## src/rtl/core/hss_pkg.sv

```systemverilog
// Shared types, constants and helper functions of the HMAC-SHA256 signer.
// Depends on nothing; every other file of the block imports it.
package hss_pkg;

   localparam int KeyWords          = 8;
   localparam int KeyIndexWidth     = 3;
   localparam int CsrIndexWidth     = 4;
   localparam int QueueDepthDefault = 4;

   localparam logic [31:0] InnerPadWord = 32'h3636_3636;
   localparam logic [31:0] OuterPadWord = 32'h5c5c_5c5c;
   localparam logic [63:0] BlockBytes   = 64'd64;
   // Outer message is the 64-byte key block plus the 32-byte inner digest.
   localparam logic [31:0] OuterLenBits = 32'd768;

   typedef logic [31:0]                word_type;
   typedef word_type [7:0]             hash_type;
   typedef word_type [15:0]            block_type;
   typedef logic [KeyWords-1:0][63:0]  key_type;

   typedef struct packed {
      logic [7:0] message_byte;
      logic       final_item;
      logic       no_byte;
   } item_type;

   typedef struct packed {
      logic busy;
      logic done;
   } cmp_stat_type;

   function automatic hash_type initial_hash();
      hash_type h;
      h[0] = 32'h6a09e667; h[1] = 32'hbb67ae85; h[2] = 32'h3c6ef372; h[3] = 32'ha54ff53a;
      h[4] = 32'h510e527f; h[5] = 32'h9b05688c; h[6] = 32'h1f83d9ab; h[7] = 32'h5be0cd19;
      return h;
   endfunction

   function automatic word_type rotr(input word_type x, input int n);
      return (x >> n) | (x << (32 - n));
   endfunction

   function automatic block_type key_block(input key_type key, input word_type pad);
      block_type b;
      for (int i = 0; i < KeyWords; i++) begin
         b[2*i]   = key[i][63:32] ^ pad;
         b[2*i+1] = key[i][31:0] ^ pad;
      end
      return b;
   endfunction

   function automatic word_type round_const(input logic [5:0] idx);
      word_type k;
      unique case (idx)
         6'd0:  k = 32'h428a2f98; 6'd1:  k = 32'h71374491; 6'd2:  k = 32'hb5c0fbcf;
         6'd3:  k = 32'he9b5dba5; 6'd4:  k = 32'h3956c25b; 6'd5:  k = 32'h59f111f1;
         6'd6:  k = 32'h923f82a4; 6'd7:  k = 32'hab1c5ed5; 6'd8:  k = 32'hd807aa98;
         6'd9:  k = 32'h12835b01; 6'd10: k = 32'h243185be; 6'd11: k = 32'h550c7dc3;
         6'd12: k = 32'h72be5d74; 6'd13: k = 32'h80deb1fe; 6'd14: k = 32'h9bdc06a7;
         6'd15: k = 32'hc19bf174; 6'd16: k = 32'he49b69c1; 6'd17: k = 32'hefbe4786;
         6'd18: k = 32'h0fc19dc6; 6'd19: k = 32'h240ca1cc; 6'd20: k = 32'h2de92c6f;
         6'd21: k = 32'h4a7484aa; 6'd22: k = 32'h5cb0a9dc; 6'd23: k = 32'h76f988da;
         6'd24: k = 32'h983e5152; 6'd25: k = 32'ha831c66d; 6'd26: k = 32'hb00327c8;
         6'd27: k = 32'hbf597fc7; 6'd28: k = 32'hc6e00bf3; 6'd29: k = 32'hd5a79147;
         6'd30: k = 32'h06ca6351; 6'd31: k = 32'h14292967; 6'd32: k = 32'h27b70a85;
         6'd33: k = 32'h2e1b2138; 6'd34: k = 32'h4d2c6dfc; 6'd35: k = 32'h53380d13;
         6'd36: k = 32'h650a7354; 6'd37: k = 32'h766a0abb; 6'd38: k = 32'h81c2c92e;
         6'd39: k = 32'h92722c85; 6'd40: k = 32'ha2bfe8a1; 6'd41: k = 32'ha81a664b;
         6'd42: k = 32'hc24b8b70; 6'd43: k = 32'hc76c51a3; 6'd44: k = 32'hd192e819;
         6'd45: k = 32'hd6990624; 6'd46: k = 32'hf40e3585; 6'd47: k = 32'h106aa070;
         6'd48: k = 32'h19a4c116; 6'd49: k = 32'h1e376c08; 6'd50: k = 32'h2748774c;
         6'd51: k = 32'h34b0bcb5; 6'd52: k = 32'h391c0cb3; 6'd53: k = 32'h4ed8aa4a;
         6'd54: k = 32'h5b9cca4f; 6'd55: k = 32'h682e6ff3; 6'd56: k = 32'h748f82ee;
         6'd57: k = 32'h78a5636f; 6'd58: k = 32'h84c87814; 6'd59: k = 32'h8cc70208;
         6'd60: k = 32'h90befffa; 6'd61: k = 32'ha4506ceb; 6'd62: k = 32'hbef9a3f7;
         6'd63: k = 32'hc67178f2;
         default: k = '0;
      endcase
      return k;
   endfunction

endpackage

```

## src/rtl/core/hss_channels.sv

```systemverilog
// Handshake channel interfaces of the HMAC-SHA256 signer: request, response, register write.
// Depends on hss_pkg for the register index width.
interface hss_req_if;
   logic       valid;
   logic       ready;
   logic [7:0] message_byte;
   logic       final_item;
   logic       no_byte;
   modport source (output valid, message_byte, final_item, no_byte, input ready);
   modport sink   (input valid, message_byte, final_item, no_byte, output ready);
endinterface


```

## src/rtl/core/hss_front.sv

```systemverilog
// Front part: takes request transfers, drops empty items that do not end a message.
// Depends on hss_pkg and the request channel interface.
module hss_front import hss_pkg::*; (
   input  logic      clock,
   input  logic      reset,
   hss_req_if.sink   req,
   output logic      push,
   output item_type  push_item,
   input  logic      full
);

   item_type item_ff;
   logic     valid_ff, valid_in;
   logic     take, keep;

   assign req.ready = !valid_ff || !full;
   assign take      = req.valid && req.ready;
   // An item with no byte matters only when it closes the message.
   assign keep      = !req.no_byte || req.final_item;
   assign push      = valid_ff;
   assign push_item = item_ff;

   always_comb begin
      valid_in = valid_ff && full;
      if (take && keep) begin
         valid_in = 1'b1;
      end
   end

   always_ff @(posedge clock) begin
      if (take) begin
         item_ff <= '{message_byte: req.message_byte, final_item: req.final_item,
                      no_byte: req.no_byte};
      end
      if (reset) begin
         valid_ff <= 1'b0;
      end else begin
         valid_ff <= valid_in;
      end
   end

endmodule

```

## src/flat_wrapper.sv

```systemverilog
// flat-port wrapper written by rule: the top's interface ports become plain ports
module hss_front_flat import hss_pkg::*;
  (clock, reset, push, push_item, full, req_valid, req_message_byte, req_final_item, req_no_byte, req_ready);
  hss_req_if req_i ();
  input  logic clock;
  input  logic reset;
  output logic push;
  output item_type push_item;
  input  logic full;
  input wire logic [$bits(req_i.valid)-1:0] req_valid;
  input wire logic [$bits(req_i.message_byte)-1:0] req_message_byte;
  input wire logic [$bits(req_i.final_item)-1:0] req_final_item;
  input wire logic [$bits(req_i.no_byte)-1:0] req_no_byte;
  output wire logic [$bits(req_i.ready)-1:0] req_ready;
  assign req_i.valid = req_valid;
  assign req_i.message_byte = req_message_byte;
  assign req_i.final_item = req_final_item;
  assign req_i.no_byte = req_no_byte;
  assign req_ready = req_i.ready;
  hss_front u_core (.clock(clock), .reset(reset), .req(req_i), .push(push), .push_item(push_item), .full(full));
endmodule
```

## config.mk

```make
export PLATFORM = sky130hd
export DESIGN_NAME = hss_front_flat
export DESIGN_NICKNAME = d
export VERILOG_FILES = /design/src/rtl/core/hss_pkg.sv /design/src/rtl/core/hss_channels.sv /design/src/rtl/core/hss_front.sv /design/src/flat_wrapper.sv
export SDC_FILE = /design/constraint.sdc
export NUM_CORES = 1
export LEC_CHECK = 0
export BUFFER_PORTS_ARGS = -buffer_cell sky130_fd_sc_hd__buf_2
export CAP_MARGIN = 15
export CORE_AREA = 8 8 45 47
export DETAILED_ROUTE_END_ITERATION = 6
export DIE_AREA = 0 0 53 55
export GPL_ROUTABILITY_DRIVEN = 0
export PLACE_DENSITY_LB_ADDON = 0.15
export SETUP_SLACK_MARGIN = 0.3
export SKIP_LAST_GASP = 1
export SLEW_MARGIN = 20
export SYNTH_ARGS = -nofsm -noshare
export SYNTH_HDL_FRONTEND = slang
export SYNTH_SLANG_ARGS = --single-unit
```

## constraint.sdc

```tcl
create_clock -name clock -period 1.1 [get_ports clock]
set_input_delay 0.165 -clock clock [delete_from_list [all_inputs] [get_ports clock]]
set_output_delay 0.165 -clock clock [all_outputs]
set_load 0.01 [all_outputs]
```

---- Yosys cells after proc, flatten, opt, wreduce, memory -nomap -nowiden ----
Cells that the tools add are included.
storage, ports and cells
  bits in latches ......................... 0
  word-level logic and storage cells ...... 13
  memories ................................ 0
  bits of input ports ..................... 14
  bits in writable memories ............... 0
  bits in read-only memories .............. 0
  flip-flop bits (word level) ............. 11
operators by class
  reduce and logical (&&, ||, !) cells .... 8
  div/mod/pow operators ................... 0
  add/subtract/negate cells ............... 0
  $lt $le $gt $ge ......................... 0
  eq/ne operators ......................... 0
  shift-type cells ........................ 0
  multiplexer cells ....................... 1
  multiply operators ...................... 0
  bitwise gates (word level) .............. 0
operators with widths
  cell                 number
  $logic_and A1 B1 Y1  3
  $logic_not A1 Y1     3
  $logic_or A1 B1 Y1   2
  $mux W1              1

---- Logic depth before layout (Yosys ltp) ----
  depth in word-level cells ............... 5
  mapped depth ............................ 2
  depth with buffers taken out ............ 2

---- Worst setup path after synthesis ----
Ideal clock, no wire load.
  path type ............................... register to register
  start point ............................. register u_core.valid_ff, in the netlist u_core.push
  end point ............................... register u_core.item_ff (netlist bit u_core.push_item[0]) (enable)
  setup slack ............................. -45 ps
  period minus slack after synthesis ...... 1145 ps
  stages on the path, launching flop included .. 3
  arrival time ............................ 801 ps
  path through ............................ dfxtp_1 > nand2_1 > and2_1
on the way
  longest elaborated chain between the ends .. 3
RTL lines
  element                 RTL line            text
  from (decl)             hss_front.sv:13     logic valid_ff, valid_in;
  from (signal assigned)  hss_front.sv:38     valid_ff <= valid_in;
  $logic_not A1 Y1        hss_front.sv:16     assign req.ready = !valid_ff || !full;
  $logic_or A1 B1 Y1      hss_front.sv:16
  named net req_ready     flat_wrapper.sv:14  output wire logic [$bits(req_i.ready)-1:0] req_ready;
  $logic_and A1 B1 Y1     hss_front.sv:17     assign take = req.valid && req.ready;
  named net u_core.take   hss_front.sv:14     logic take, keep;
  to (signal assigned)    hss_front.sv:32     item_ff <= '{message_byte: req.message_byte, final_item: req.final_item,
  to (decl)               hss_front.sv:12     item_type item_ff;
The timed path passes the listed nets, and every way through them passes these cells.
A chain may end at the register's enable or synchronous reset.

---- Final worst setup path ----
  start point ............................. register u_core.valid_ff, in the netlist u_core.push
  end point ............................... output req_ready
on the way
  longest elaborated chain between the ends .. 2
RTL lines
  element             RTL line
  $logic_not A1 Y1    hss_front.sv:16
  $logic_or A1 B1 Y1  hss_front.sv:16
  to (decl)           flat_wrapper.sv:14
No other way between the ends.

==> impl_metrics.env <==
export IMPL_synth_distinct_cells=7
export IMPL_ys_seq_area_share_pct=91.76
export IMPL_cts_path_max_buffers=2
export IMPL_drt_initial_drc_count=0
export IMPL_routed_wl_um=784
export IMPL_postCtsHoldBufs=0
export IMPL_die_w_um=53
export IMPL_cts_resized=1
export IMPL_grt_antenna_before_repair=0
export IMPL_layout_drive_gt1_share_pct=68.89
export IMPL_postCtsSetupBuffers=0
export IMPL_coreArea_um2=1384
export IMPL_crit_path_end_kind="output pin"
export IMPL_rsz0062_at_grt="yes"
export IMPL_layout_nets=60
export IMPL_netlist_area_um2=349.1
export IMPL_dieHeight_um=55
export IMPL_grt_max_degree=11
export IMPL_stdcell_area_um2=533.0
export IMPL_worstPathMaxFanout=3
export IMPL_finalMaxSlewViolations=0
export IMPL_hold_path_cell_count=1
export IMPL_synthToLayoutAreaGrowth_pct=52.69
export IMPL_status="finished, final reports clean"
export IMPL_ys_seq_elements=11
export IMPL_start_util_pct=25.23
export IMPL_required_ns=0.94
export IMPL_hp_class="in -> reg"
export IMPL_h_tree_depth=1
export IMPL_synth_fp_nets=30
export IMPL_max_slew_margin_pct=91.13
export IMPL_clock_latency_ns=0.26
export IMPL_final_cells=61
export IMPL_dr_pass1_iters=1
export IMPL_holdWs_ns=0.07732
export IMPL_ir_worst_vdd_mv=0.7256
export IMPL_grt_pass1_vias=303
export IMPL_cts_buffers=3
export IMPL_vias_per_cell=3.918
export IMPL_min_period_ns=0.9370
export IMPL_layout_commonest_cell="buf_2"
export IMPL_dp_cells=57
export IMPL_power_density_nw_per_um2=1566
export IMPL_r2r_cells=2
export IMPL_crit_reg2reg_launch="u_core.push"
export IMPL_worst_pin_slew_ns=0.1330
export IMPL_drv_cap=0
export IMPL_yosysWarnings=0
export IMPL_pre_cts_slack_ns=0.1999
export IMPL_io_buffers=25
export IMPL_row_count=14
export IMPL_min_to="u_core.push_item[8]"
export IMPL_utilization_pct=38.52
export IMPL_hold_viol=0
export IMPL_cp_arrival_ns=0.77
export IMPL_gr_total_overflow=0
export IMPL_finalCritPeriodShare_pct=85.18
export IMPL_grt_pass1_wl_mm=1.193
export IMPL_r2r_slack_ns=0.19
export IMPL_worst_setup_path_start_kind="flip-flop"
export IMPL_num_antenna_cells=0
export IMPL_die_area_um2=2915
export IMPL_ios=26
export IMPL_p_leak_nw=0.2339
export IMPL_syn_avg_cell_area_um2=21.82
export IMPL_wl_per_cell_um=12.85
export IMPL_placed_area_um2=500.5
export IMPL_hold_path_startpoint="req_message_byte[6]"
export IMPL_syn_inst=16
export IMPL_cts_tree="yes"
export IMPL_fin_skew_ns=0.002041
export IMPL_setup_viol=0
export IMPL_drc=0
export IMPL_r2r_end="u_core.push_item[5]"
export IMPL_final_cell_mix="24 x buf_2, 10 x edfxtp_1, 3 x clkbuf_4"
export IMPL_power_mw=0.8349
export IMPL_fin_ws_ns=0.1630
export IMPL_ant_nets=0
export IMPL_worstSetupPathType="reg -> out"
export IMPL_fmax_mhz=1067
export IMPL_tns_ns=0
export IMPL_clkSlewWorstSetupHoldPaths_ns=0.06
export IMPL_clock_sinks=11
export IMPL_grt_usage_pct=5.749
export IMPL_vias=239
export IMPL_clock_root_buffer="clkbuf_4"
-- state kept, by name, summed over array words and instances (netlist names) --
signal	cells
u_core.push	1
u_core.push_item	10
-- routing by layer --
layer,up-vias,part of all wire (%),global-route usage (%)
met5,-,0,0
met4,0,0,3.879
met3,0,17,4.545
met2,16,53,10.55
met1,106,30,3.768
li1,117,-,-
-- Yosys cell counts (all sizes together) --
cell    number  area share (%)
o22ai        1             1.8
nor2b        1             1.8
dfxtp        1             5.7
nand2        1             1.1
and2         1             1.8
nand2b       1             1.8
edfxtp      10              86
-- worst max path at each step --
stage	endpoint	slack, ns	depth (start not counted)	startpoint
floorplan	u_core.push_item[0]	0.18	2	u_core.push
global placement	u_core.push_item[5]	0.23	2	u_core.push
finish	req_ready	0.16	2	u_core.push
global route	push_item[1]	0.12	1	u_core.push_item[1]
detailed placement	u_core.push_item[4]	0.20	2	u_core.push
CTS	req_ready	0.14	2	u_core.push
-- critical path: stages, from the launching register on --
cell and delay (ns):
dfxtp_2 0.33, nand2_2 0.06, buf_6 0.12
-- cells by family after synthesis --
kind of cell / synth area share (%)
flops: 91.76
compound gates: 1.793
simple gates: 6.454
-- power by group --
part / switching, mW / internal (mW) / total [mW]
clock: 0.118 / 0.140 / 0.258
combinational: 0.0427 / 0.0419 / 0.0846
sequential: 0.00572 / 0.486 / 0.492
total: 0.167 / 0.668 / 0.835
-- final cells by class --
type                    count  area, µm²
well taps                  16      20.02
fillers                   146      850.8
multi-input cells           5      33.78
clock buffers               4      26.28
flip-flops and latches     11      321.6
repair buffers             25      131.4
Note: power is estimated with default switching activity, not from simulation.
