$ cat src/rtl/core/hss_pkg.sv
// Shared types, constants and helper functions of the HMAC-SHA256 signer.
// Depends on nothing; every other file of the block imports it.
package hss_pkg;

   localparam int KeyWords          = 8;
   localparam int KeyIndexWidth     = 3;
   localparam int CsrIndexWidth     = 4;
   localparam int QueueDepthDefault = 4;

   localparam logic [31:0] InnerPadWord = 32'h3636_3636;
   localparam logic [31:0] OuterPadWord = 32'h5c5c_5c5c;
   localparam logic [63:0] BlockBytes   = 64'd64;
   // Outer message is the 64-byte key block plus the 32-byte inner digest.
   localparam logic [31:0] OuterLenBits = 32'd768;

   typedef logic [31:0]                word_type;
   typedef word_type [7:0]             hash_type;
   typedef word_type [15:0]            block_type;
   typedef logic [KeyWords-1:0][63:0]  key_type;

   typedef struct packed {
      logic [7:0] message_byte;
      logic       final_item;
      logic       no_byte;
   } item_type;

   typedef struct packed {
      logic busy;
      logic done;
   } cmp_stat_type;

   function automatic hash_type initial_hash();
      hash_type h;
      h[0] = 32'h6a09e667; h[1] = 32'hbb67ae85; h[2] = 32'h3c6ef372; h[3] = 32'ha54ff53a;
      h[4] = 32'h510e527f; h[5] = 32'h9b05688c; h[6] = 32'h1f83d9ab; h[7] = 32'h5be0cd19;
      return h;
   endfunction

   function automatic word_type rotr(input word_type x, input int n);
      return (x >> n) | (x << (32 - n));
   endfunction

   function automatic block_type key_block(input key_type key, input word_type pad);
      block_type b;
      for (int i = 0; i < KeyWords; i++) begin
         b[2*i]   = key[i][63:32] ^ pad;
         b[2*i+1] = key[i][31:0] ^ pad;
      end
      return b;
   endfunction

   function automatic word_type round_const(input logic [5:0] idx);
      word_type k;
      unique case (idx)
         6'd0:  k = 32'h428a2f98; 6'd1:  k = 32'h71374491; 6'd2:  k = 32'hb5c0fbcf;
         6'd3:  k = 32'he9b5dba5; 6'd4:  k = 32'h3956c25b; 6'd5:  k = 32'h59f111f1;
         6'd6:  k = 32'h923f82a4; 6'd7:  k = 32'hab1c5ed5; 6'd8:  k = 32'hd807aa98;
         6'd9:  k = 32'h12835b01; 6'd10: k = 32'h243185be; 6'd11: k = 32'h550c7dc3;
         6'd12: k = 32'h72be5d74; 6'd13: k = 32'h80deb1fe; 6'd14: k = 32'h9bdc06a7;
         6'd15: k = 32'hc19bf174; 6'd16: k = 32'he49b69c1; 6'd17: k = 32'hefbe4786;
         6'd18: k = 32'h0fc19dc6; 6'd19: k = 32'h240ca1cc; 6'd20: k = 32'h2de92c6f;
         6'd21: k = 32'h4a7484aa; 6'd22: k = 32'h5cb0a9dc; 6'd23: k = 32'h76f988da;
         6'd24: k = 32'h983e5152; 6'd25: k = 32'ha831c66d; 6'd26: k = 32'hb00327c8;
         6'd27: k = 32'hbf597fc7; 6'd28: k = 32'hc6e00bf3; 6'd29: k = 32'hd5a79147;
         6'd30: k = 32'h06ca6351; 6'd31: k = 32'h14292967; 6'd32: k = 32'h27b70a85;
         6'd33: k = 32'h2e1b2138; 6'd34: k = 32'h4d2c6dfc; 6'd35: k = 32'h53380d13;
         6'd36: k = 32'h650a7354; 6'd37: k = 32'h766a0abb; 6'd38: k = 32'h81c2c92e;
         6'd39: k = 32'h92722c85; 6'd40: k = 32'ha2bfe8a1; 6'd41: k = 32'ha81a664b;
         6'd42: k = 32'hc24b8b70; 6'd43: k = 32'hc76c51a3; 6'd44: k = 32'hd192e819;
         6'd45: k = 32'hd6990624; 6'd46: k = 32'hf40e3585; 6'd47: k = 32'h106aa070;
         6'd48: k = 32'h19a4c116; 6'd49: k = 32'h1e376c08; 6'd50: k = 32'h2748774c;
         6'd51: k = 32'h34b0bcb5; 6'd52: k = 32'h391c0cb3; 6'd53: k = 32'h4ed8aa4a;
         6'd54: k = 32'h5b9cca4f; 6'd55: k = 32'h682e6ff3; 6'd56: k = 32'h748f82ee;
         6'd57: k = 32'h78a5636f; 6'd58: k = 32'h84c87814; 6'd59: k = 32'h8cc70208;
         6'd60: k = 32'h90befffa; 6'd61: k = 32'ha4506ceb; 6'd62: k = 32'hbef9a3f7;
         6'd63: k = 32'hc67178f2;
         default: k = '0;
      endcase
      return k;
   endfunction

endpackage

$ cat src/rtl/core/hss_queue.sv
// Small first-in first-out queue of message items between the front and back parts.
// Depends on hss_pkg for the item type.
module hss_queue import hss_pkg::*; #(
   parameter int Depth = QueueDepthDefault
) (
   input  logic     clock,
   input  logic     reset,
   input  logic     push,
   input  item_type push_item,
   output logic     full,
   input  logic     pop,
   output item_type pop_item,
   output logic     empty
);

   localparam int PtrWidth = (Depth > 1) ? $clog2(Depth) : 1;
   localparam int CntWidth = $clog2(Depth + 1);

   item_type              mem_ff [Depth];
   logic [PtrWidth-1:0]   wr_ff, wr_in, rd_ff, rd_in;
   logic [CntWidth-1:0]   cnt_ff, cnt_in;
   logic                  do_push, do_pop;

   assign full     = (cnt_ff == CntWidth'(Depth));
   assign empty    = (cnt_ff == '0);
   assign do_push  = push && !full;
   assign do_pop   = pop && !empty;
   assign pop_item = mem_ff[rd_ff];

   always_comb begin
      wr_in  = wr_ff;
      rd_in  = rd_ff;
      cnt_in = cnt_ff;
      if (do_push) begin
         wr_in = (wr_ff == PtrWidth'(Depth - 1)) ? '0 : wr_ff + 1'b1;
      end
      if (do_pop) begin
         rd_in = (rd_ff == PtrWidth'(Depth - 1)) ? '0 : rd_ff + 1'b1;
      end
      if (do_push && !do_pop) begin
         cnt_in = cnt_ff + 1'b1;
      end else if (do_pop && !do_push) begin
         cnt_in = cnt_ff - 1'b1;
      end
   end

   always_ff @(posedge clock) begin
      if (do_push) begin
         mem_ff[wr_ff] <= push_item;
      end
      if (reset) begin
         wr_ff  <= '0;
         rd_ff  <= '0;
         cnt_ff <= '0;
      end else begin
         wr_ff  <= wr_in;
         rd_ff  <= rd_in;
         cnt_ff <= cnt_in;
      end
   end

endmodule

$ cat config.mk
export PLATFORM = sky130hd
export DESIGN_NAME = hss_queue
export DESIGN_NICKNAME = d
export VERILOG_FILES = /design/src/rtl/core/hss_pkg.sv /design/src/rtl/core/hss_queue.sv
export SDC_FILE = /design/constraint.sdc
export NUM_CORES = 1
export LEC_CHECK = 0
export BUFFER_PORTS_ARGS = -buffer_cell sky130_fd_sc_hd__buf_2
export CAP_MARGIN = 20
export CELL_PAD_IN_SITES_DETAIL_PLACEMENT = 2
export CELL_PAD_IN_SITES_GLOBAL_PLACEMENT = 2
export CORE_MARGIN = 2
export CORE_UTILIZATION = 42
export DETAILED_ROUTE_END_ITERATION = 10
export GPL_ROUTABILITY_DRIVEN = 0
export HOLD_SLACK_MARGIN = 0.15
export PLACE_DENSITY = 0.85
export RECOVER_POWER = 25
export SETUP_SLACK_MARGIN = 0.02
export SLEW_MARGIN = 40
export SYNTH_ARGS = -nofsm -noshare
export SYNTH_HDL_FRONTEND = slang
export SYNTH_SLANG_ARGS = --single-unit
$ cat constraint.sdc
create_clock -name clock -period 2.4 [get_ports clock]
set_input_delay 0.48 -clock clock [delete_from_list [all_inputs] [get_ports clock]]
set_output_delay 0.48 -clock clock [all_outputs]
set_load 0.02 [all_outputs]
After elaboration in Yosys (flattened, before gate mapping)
Memory sizes are Yosys's and may differ from the RTL's. A register that Yosys moved wholly into a read port is not among the register bits.
Cells that the tools add are included.
{"block": "word_totals", "reg_bits": 7, "memories": 1, "ram_bits": 40, "input_bits": 14}
{"name": "mem_ff", "depth": 4, "word_bits": 10, "rd": 1, "rd_clocked_by_memory_dff": 1, "write_ports": 1, "line_no": "hss_queue.sv:19", "text": "item_type mem_ff [Depth];"}
{"block": "classes", "n_eq_ne": 3, "n_reduce_logical": 10, "n_addsub": 4, "mux": 8}
{"op": "$mux W2", "n": 4}
{"op": "$mux W3", "n": 2}
{"op": "$add A2 B1 Y2 const B", "n": 2}
{"op": "$eq A2 B2 Y1 const B", "n": 2}
{"op": "$logic_and A1 B1 Y1", "n": 4}
{"op": "$logic_not A1 Y1", "n": 4}
{"op": "$add A3 B1 Y3 const B", "n": 1}
{"op": "$eq A3 B3 Y1 const B", "n": 1}
{"op": "$logic_not A3 Y1", "n": 1}
{"op": "$sub A3 B1 Y3 const B", "n": 1}
{"op": "$mux W1", "n": 2}
{"op": "$reduce_bool A2 Y1", "n": 1}

Logic depth before layout (Yosys ltp)
Gate-level depths: netlist (run 1).
{"block": "logic_depth", "depth_word": 7, "depth_mapped": 10}

Least setup slack after synthesis (run 1)
Ideal clock, no wire load.
{"block": "synth_timing", "kind": "reg2reg", "startpoint": "register cnt_ff[0]", "endpoint": "register cnt_ff[2]", "t_arrival_ps": 2124, "setup_slack_ps": 206, "synth_period_minus_slack_ps": 2194, "stages_incl_launch_ff": 11, "required_ps": 2330, "cell_sequence": "dfxtp_1 or3b_1 buf_6 clkinv_4 nor2_2 ha_1 inv_1 fa_1 xor2_1 or3_2 a21oi_1"}
{"block": "synth_between", "elab_chain_cells": 6, "elab_cells_between_ends": 15, "classes_between": "2 x add/sub; 1 x eq/ne; 2 x mux; 10 x reduce/logical"}
{"item": "from (decl)", "line_no": "hss_queue.sv:21", "text": "logic [CntWidth-1:0] cnt_ff, cnt_in;"}
{"item": "from (signal assigned)", "line_no": "hss_queue.sv:58", "text": "cnt_ff <= cnt_in;"}
{"item": "$eq A3 B3 Y1 (*)", "line_no": "hss_queue.sv:24", "text": "assign full = (cnt_ff == CntWidth'(Depth));"}
{"item": "net full", "line_no": "hss_queue.sv:10", "text": "output logic full,"}
{"item": "$logic_not A1 Y1 (*)", "line_no": "hss_queue.sv:26", "text": "assign do_push = push && !full;"}
{"item": "$logic_and A1 B1 Y1 (*)", "line_no": "hss_queue.sv:26"}
{"item": "net do_push", "line_no": "hss_queue.sv:22", "text": "logic do_push, do_pop;"}
{"item": "$logic_not A1 Y1", "line_no": "hss_queue.sv:42", "text": "end else if (do_pop && !do_push) begin"}
{"item": "$logic_and A1 B1 Y1", "line_no": "hss_queue.sv:42"}
{"item": "$reduce_bool A2 Y1 (no source line)"}
The timed path passes the listed nets; every way through them passes the cells marked *. The select of a mux whose other input is x is not followed.
A chain may end at the register's enable or synchronous reset.

Worst setup path after layout (run 1)
{"block": "layout_timing", "startpoint": "register cnt_ff[2]", "endpoint": "register cnt_ff[2]"}
{"block": "layout_between", "elab_chain_cells": 6, "elab_cells_between_ends": 15, "classes_between": "2 x add/sub; 1 x eq/ne; 2 x mux; 10 x reduce/logical"}
{"item": "$eq A3 B3 Y1 (*)", "line_no": "hss_queue.sv:24"}
{"item": "$logic_not A1 Y1 (*)", "line_no": "hss_queue.sv:26"}
{"item": "$logic_and A1 B1 Y1 (*)", "line_no": "hss_queue.sv:26"}
{"item": "net do_push", "line_no": "hss_queue.sv:22"}
{"item": "$logic_not A1 Y1", "line_no": "hss_queue.sv:42"}
{"item": "$logic_and A1 B1 Y1", "line_no": "hss_queue.sv:42"}
{"item": "$reduce_bool A2 Y1 (no source line)"}
Marks and branches as above.

==> results.md, run 1 <==
* Run status: finished clean
* Ports at 26
* Worst Max-Slew Pin Slew at 0.512 ns
* Flop2flop setup slack at 0.12 ns
* Area leader, netlist: edfxtp_1
* Count of unique library cells instantiated by Yosys at 26
* Critical path cell sequence: or3b_4, clkinv_4, nor2_4, ha_2, inv_1, fa_1, xor2_1, or3_2, a21oi_1
* Latest clock arrival within the worst-skew pair at 0.29 ns
* Vias in the first global route at 1053
* Mapped Avg Cell Area at 18.9 sq um
* Post-synthesis mux area share at 0.127
* DRC errors left at 0
* Global route overflow at 0
* Kind of critical path: register to register
* Total GRT Usage at 0.170
* Root Buffer: clkbuf_8
* Worst Setup Start Kind: register
* TritonCTS clock tree: done
* Initial DRC count at 70
* Detailed Place HPWL at 3000 um
* XOR/XNOR share of the synthesized area at 0.00907
* Crit path capture type: register
* Period minus WS final at 2.28 ns
* Synth Area in Compound Gates at 0.0259
* PwrDens at between 1000 and 1500 nW/um^2
* Max_slew headroom at 0.658
* CTS sink count at 49
* Final Hold Vio Count at 0
* Worst IR drop on VDD at 0.459 mV
* Req. time, crit path at ~2.6 ns
* Critical path arrival at ~2.5 ns
* Largest family of logic cells by synthesized area: multiplexers
* Post-synth ARST share at 0
* Layout Nets at 153
* Share of layout cells above drive strength 1 at 0.361
* Row Count at 24
* Number of synthesized register bits at 49
* Starting density of the core at 0.440
* Top-area cell type share of the netlist area at 0.622
* Maximum clock rate at around 440 MHz
* Global-route wire length before repair at 6040 um
* Worst-path clk slew at 0.08 ns
* Post-Syn Instances at 102
* CP Max Fanout at 5
* Synthesized Nets at between 100 and 150
* Post-Synth Adder-Cell Area at 0.0493
* Post-Synth Simple-Gate Area at 0.0486
* Die area at 5160 sq um
* Avg WL per Cell at 21.4 um
* Vias post-DR at 978
* Die Wd at about 72 um
* Largest net degree at the start of global routing at 15
* Post-synth EDFFs at 40
* Endpoints failing setup at 0
* Bufs on Longest Clock Path at 2
* Antenna Violating Nets Remaining at 0
* Area of the mapped netlist at 1930 sq um
* Synthesis Warnings at 0
* Total CTS buffers at 5
* HP Class: input pin to register
* Die Y at 71.8 um
* Port bufs at 25
* Top cells by count, synth: edfxtp_1 (40), mux4_2 (10), dfxtp_1 (9)
* Drt first pass iters at 4
* Max-Cap Viols at 0
* Register Area at between 1000 and 1500 sq um
* Multi-input logic area at 520 sq um
* Worst Path Buf+Inv at 2
* Top-count cell post-synth: edfxtp_1
* Top post-synthesis cells by area: edfxtp_1 (62%), mux4_2 (12%), dfxtp_1 (9.3%)
* Setup TNS at 0 ns
* Crit path largest cell delay at 0.42 ns
* CP delay by family, top: simple AND/OR/NAND/NOR gates
* Period utilisation layout at 0.948
* Static leakage at 0.782 nW
* Area grow syn2layout at 14.6%
* Initial antenna violation count at 0
* Fillers at slightly above 400
* Setup bufs post-CTS at 0
* Hold Slack at 0.441 ns
* Seq/Total Area, Yosys at 0.715
* Antenna cells at 0
* Slowest cell on the critical path: or3_2
* Core area at 4380 sq um
* H-tree levels at 2
* Slew Viols, Final at 0
* Setup Skew at just under 0.008 ns
* Unrepaired setup endpoints after global routing: false
* Via density at 5.29
* Prevailing post-synth register cell: edfxtp_1
* WL final at 3960 um
## what timing repair did
action | CTS | global route
hold buffers | 0 | 0
resized for setup | 2 | 4
setup endpoints to repair | 1 | 1
## where the power goes
part | switching (W) | internal, W
clock | 0.000245 | 0.000235
combinational | 0.000359 | 0.000287
sequential | 0.0000802 | 0.00104
total | 0.000685 | 0.00156
## sequential cells by signal, indices dropped and copies added, names as in the netlist, named ones only
register	cells
mem_ff	40
cnt_ff	3
rd_ff	2
wr_ff	2
## path summary, 6_finish.rpt
kind                          startpoint                      to  cells past startpoint
setup / recovery  cnt_ff[2]$_SDFFE_PP0P_  cnt_ff[2]$_SDFFE_PP0P_                      9
hold / removal              push_item[3]  mem_ff[2][3]$_DFFE_PP_                      1
setup reg to reg  cnt_ff[2]$_SDFFE_PP0P_  cnt_ff[2]$_SDFFE_PP0P_                      9
hold reg to reg    wr_ff[1]$_SDFFE_PP0P_   wr_ff[1]$_SDFFE_PP0P_                      2
## routing by layer
metal  vias up  GRT usage  wire (um)
met5         -          0          0
met4         0     0.0629         54
met3         5     0.0619        265
met2        32      0.279       2040
met1       488      0.207       1600
li1        453          -          -
## metrics by stage
| step | instance area [sq um] | worst slack, ns | utilization | std cells | total power [W] |
|---|---|---|---|---|---|
| 2_1_floorplan | 1930 | 0.206 | - | 102 | 0.00156 |
| 3_3_place_gp | 2110 | 0.193 | 0.482 | 177 | 0.00172 |
| 3_5_place_dp | 2110 | 0.000845 | 0.482 | 177 | 0.00178 |
| 4_1_cts | 2200 | 0.0513 | 0.503 | 185 | 0.00227 |
| 5_1_grt | 2210 | 0.0148 | 0.505 | 185 | 0.00236 |
| 6_report | 2210 | 0.124 | 0.505 | 185 | 0.00224 |
## area by class of cell
cell class	count	area share
flip-flops and latches	49	0.625
inverters	5	0.0107
well taps	52	0.0294
clock buffers	8	0.0407
multi-input cells	44	0.235
repair buffers	27	0.0588
## cell usage in the layout (no fill, tap or decap)
cell type / synthesis / final
mux4_2: 10 / 10
a21oi_1: 3 / 3
o31ai_4: 0 / 1
buf_2: 1 / 17
xor2_1: 2 / 2
ha_1: 6 / 5
clkbuf_8: 0 / 6
inv_1: 4 / 4
edfxtp_1: 40 / 40
o21ai_1: 1 / 1
dfxtp_1: 9 / 7
or3_2: 1 / 1
and3_2: 4 / 4
clkbuf_1: 1 / 10
mux2i_1: 2 / 2
nor2_4: 0 / 1
nor2_1: 3 / 3
dfxtp_2: 0 / 2
or3b_4: 0 / 1
o31ai_2: 2 / 1
or3_1: 1 / 1
buf_4: 0 / 2
fa_1: 1 / 1
clkinv_4: 1 / 1
ha_2: 0 / 1
nand2_1: 1 / 1
nand3_1: 2 / 2
o21ai_0: 1 / 1
nor3_1: 2 / 2
## cell families after synthesis
family                   Yosys count
adder cells (fa/ha/maj)            7
AND/OR/NAND/NOR                   16
buffers and inverters              9
XOR/XNOR                           2
AO/OA/AOI/OAI                      7
flip-flops                        49
multiplexers                      12
(Power assumes the default switching activity.)
==> run 2, diff against run 1 <==
- ABC_AREA: default -> 1
- CORE_UTILIZATION: 42 -> 37
- PLACE_DENSITY: 0.85 -> 0.84
- SLEW_MARGIN: 40 -> default
==> run 2 against run 1 <==
Synthesized cell count grew 65%. Highest routed layer unchanged. Register-to-register slack gained 0.40 ns. Clock skew increased by 0.0021 ns. Via count grew 37%. First-iteration DRC count rose by 13%.
==> results.md, run 2 <==
* Run status: finished clean
* Core area at 5140 sq um
* Die area at between 5000 and 6000 sq um
* Initial antenna violation count at 0
* Area leader, netlist: edfxtp_1
* Number of synthesized register bits at 49
* Starting density of the core at 0.387
* Top-area cell type share of the netlist area at 0.603
* Total CTS buffers at 5
* Drt first pass iters at 4
* Global route overflow at 0
* Worst Max-Slew Pin Slew at approximately 0.62 ns
* Worst Setup Start Kind: register
* Setup TNS at 0 ns
* Static leakage at 0.883 nW
* Critical path arrival at 1.68 ns
* Hold_buf cts at 0
* Mapped Avg Cell Area at 11.8 sq um
* Post-synth ARST share at 0
* Top cells by count, synth: edfxtp_1 (40), nor2_1 (36), o21ai_0 (21)
* Worst-path clk slew at 0.08 ns
* Hold Crit Start: reset
* Endpoints failing setup at 0
* Port bufs at 25
* Top reg by flops: mem_ff
* Worst r2r src: cnt_ff[0]$_SDFFE_PP0P_
* Post-Syn Instances at 168
* Antenna cells at 0
* Fillers at 577
* Kind of critical path: register to primary output
* CP Max Fanout at 20
* Crit path capture type: primary output
* Top-count cell post-synth: edfxtp_1
* Setup Skew at 0.00988 ns
* Detailed Place HPWL at 3280 um
* Layout Nets at roughly 220
* Avg WL per Cell at approximately 17 um
* Top post-synthesis cells by area: edfxtp_1 (60%), dfxtp_1 (9.1%), nor2_1 (6.8%)
* Bufs on Longest Clock Path at 2
* Die Wd at 77.4 um
* Leading cell type in the layout, fill and taps excluded: edfxtp_1
* PwrDens at between 1000 and 1500 nW/um^2
* Slew Viols, Final at 0
* Power, Total at 0.00252 W
* Area of the mapped netlist at 1990 sq um
* Vias in the first global route at 1469
* Largest net degree at the start of global routing at 21
* Worst IR drop on VDD at 0.348 mV
* Max_slew headroom at 0.584
* TritonCTS clock tree: done
* Req. time, crit path at 1.92 ns
* CTS sink count at 49
* Share of layout cells above drive strength 1 at 0.169
* Maximum clock rate at 464 MHz
* Latest clock arrival within the worst-skew pair at 0.30 ns
* Prevailing post-synth register cell: edfxtp_1
* Area grow syn2layout at 15.3%
* Ports at 26
* Final Hold Vio Count at 0
* Root Buffer: clkbuf_8
* HP Class: input pin to register
* Post-synth EDFFs at 40
* Synthesized Nets at around 190
* Unrepaired setup endpoints after global routing: false
* Global-route wire length before repair at approximately 7500 um
* Die Y at 77.4 um
* Vias post-DR at 1342
* Count of unique library cells instantiated by Yosys at 19
* H-tree levels at 2
* WL final at 4580 um
* Max-Cap Viols at 0
* Setup bufs post-CTS at 0
* Most frequent cells in the layout: edfxtp_1 (40), nor2_1 (36), o21ai_0 (21)
* Period utilisation layout at 0.899
* Post_cts resized at 0
* Largest regs: mem_ff: 40 flops, cnt_ff: 3 flops
* Max reg flops at 40
* Synthesis Warnings at 0
* Total GRT Usage at 0.166
* Seq/Total Area, Yosys at 0.694
* Antenna Violating Nets Remaining at 0
* Initial DRC count at 79
* Row Count at 26
* Period minus WS final at 2.16 ns
* DRC errors left at 0
* Via density at 4.95
[run 2: cell types whose count changed after synthesis, moves of 3 or more]
cell	previous run	this run
nor2_1	3	36
nand2_2	0	3
mux4_2	10	0
o21ai_0	1	21
o22ai_1	0	10
inv_1	4	18
and3_2	4	0
nand2_1	1	10
[run 2: final cells by class]
type	count	area (sq um)	area share
sequential	49	1380	0.602
multi-input combinational	96	517	0.225
timing repair buffer	30	153	0.0665
tap	70	87.6	0.0382
clock buffer	6	72.6	0.0316
inverter	18	67.6	0.0294
clock inverter	2	16.3	0.00709
[run 2: metrics by stage]
stage                     instance area [sq um]  setup slack [ns]  std cells  hold slack (ns)   util
final                                      2290             0.243        271            0.351  0.446
after global routing                       2290            0.0698        271            0.353  0.446
after CTS                                  2300             0.206        271            0.341  0.448
after detailed placement                   2220             0.490        263            0.547  0.431
after global placement                     2220             0.652        263            0.516  0.431
after floorplan                            1990             0.733        168            0.483      -
[run 2: final timing paths]
check	to	slack, ns	depth (start not counted)
min reg2reg	register	0.55	2
min	cnt_ff[0]$_SDFFE_PP0P_	0.35	2
max reg2reg	cnt_ff[2]$_SDFFE_PP0P_	0.52	13
max	pop_item[5]	0.24	4
[run 2: worst max-delay path: stages (launching register included)]
cell and delay (ns):
dfxtp_1 0.32, inv_1 0.46, o21ai_0 0.21, o22ai_1 0.18, buf_2 0.20
[run 2: cells by family (layout without fill, tap and decap cells)]
kind of cell	Yosys count	in the layout	synth area share
and+or+nand+nor	55	55	0.118
DFF	49	49	0.694
AOI/OAI and AO/OA	33	33	0.0893
buffers and inverters	23	56	0.0465
adders and majority gates	7	7	0.0478
xor gates and xnor gates	1	1	0.00440
[run 2: where the power goes]
part | internal [W] | leakage (nW) | switching (W) | total [W]
combinational | 0.000291 | 0.400 | 0.000616 | 0.000907
sequential | 0.00105 | 0.441 | 0.0000771 | 0.00113
clock | 0.000208 | 0.0414 | 0.000279 | 0.000487
total | 0.00155 | 0.883 | 0.000972 | 0.00252
[run 2: layer usage]
metal,vias up,track usage,part of all wire
met4,0,0.0536,0.012
met3,7,0.0349,0.027
met2,21,0.308,0.53
li1,638,-,-
met1,676,0.190,0.43
met5,-,0,0
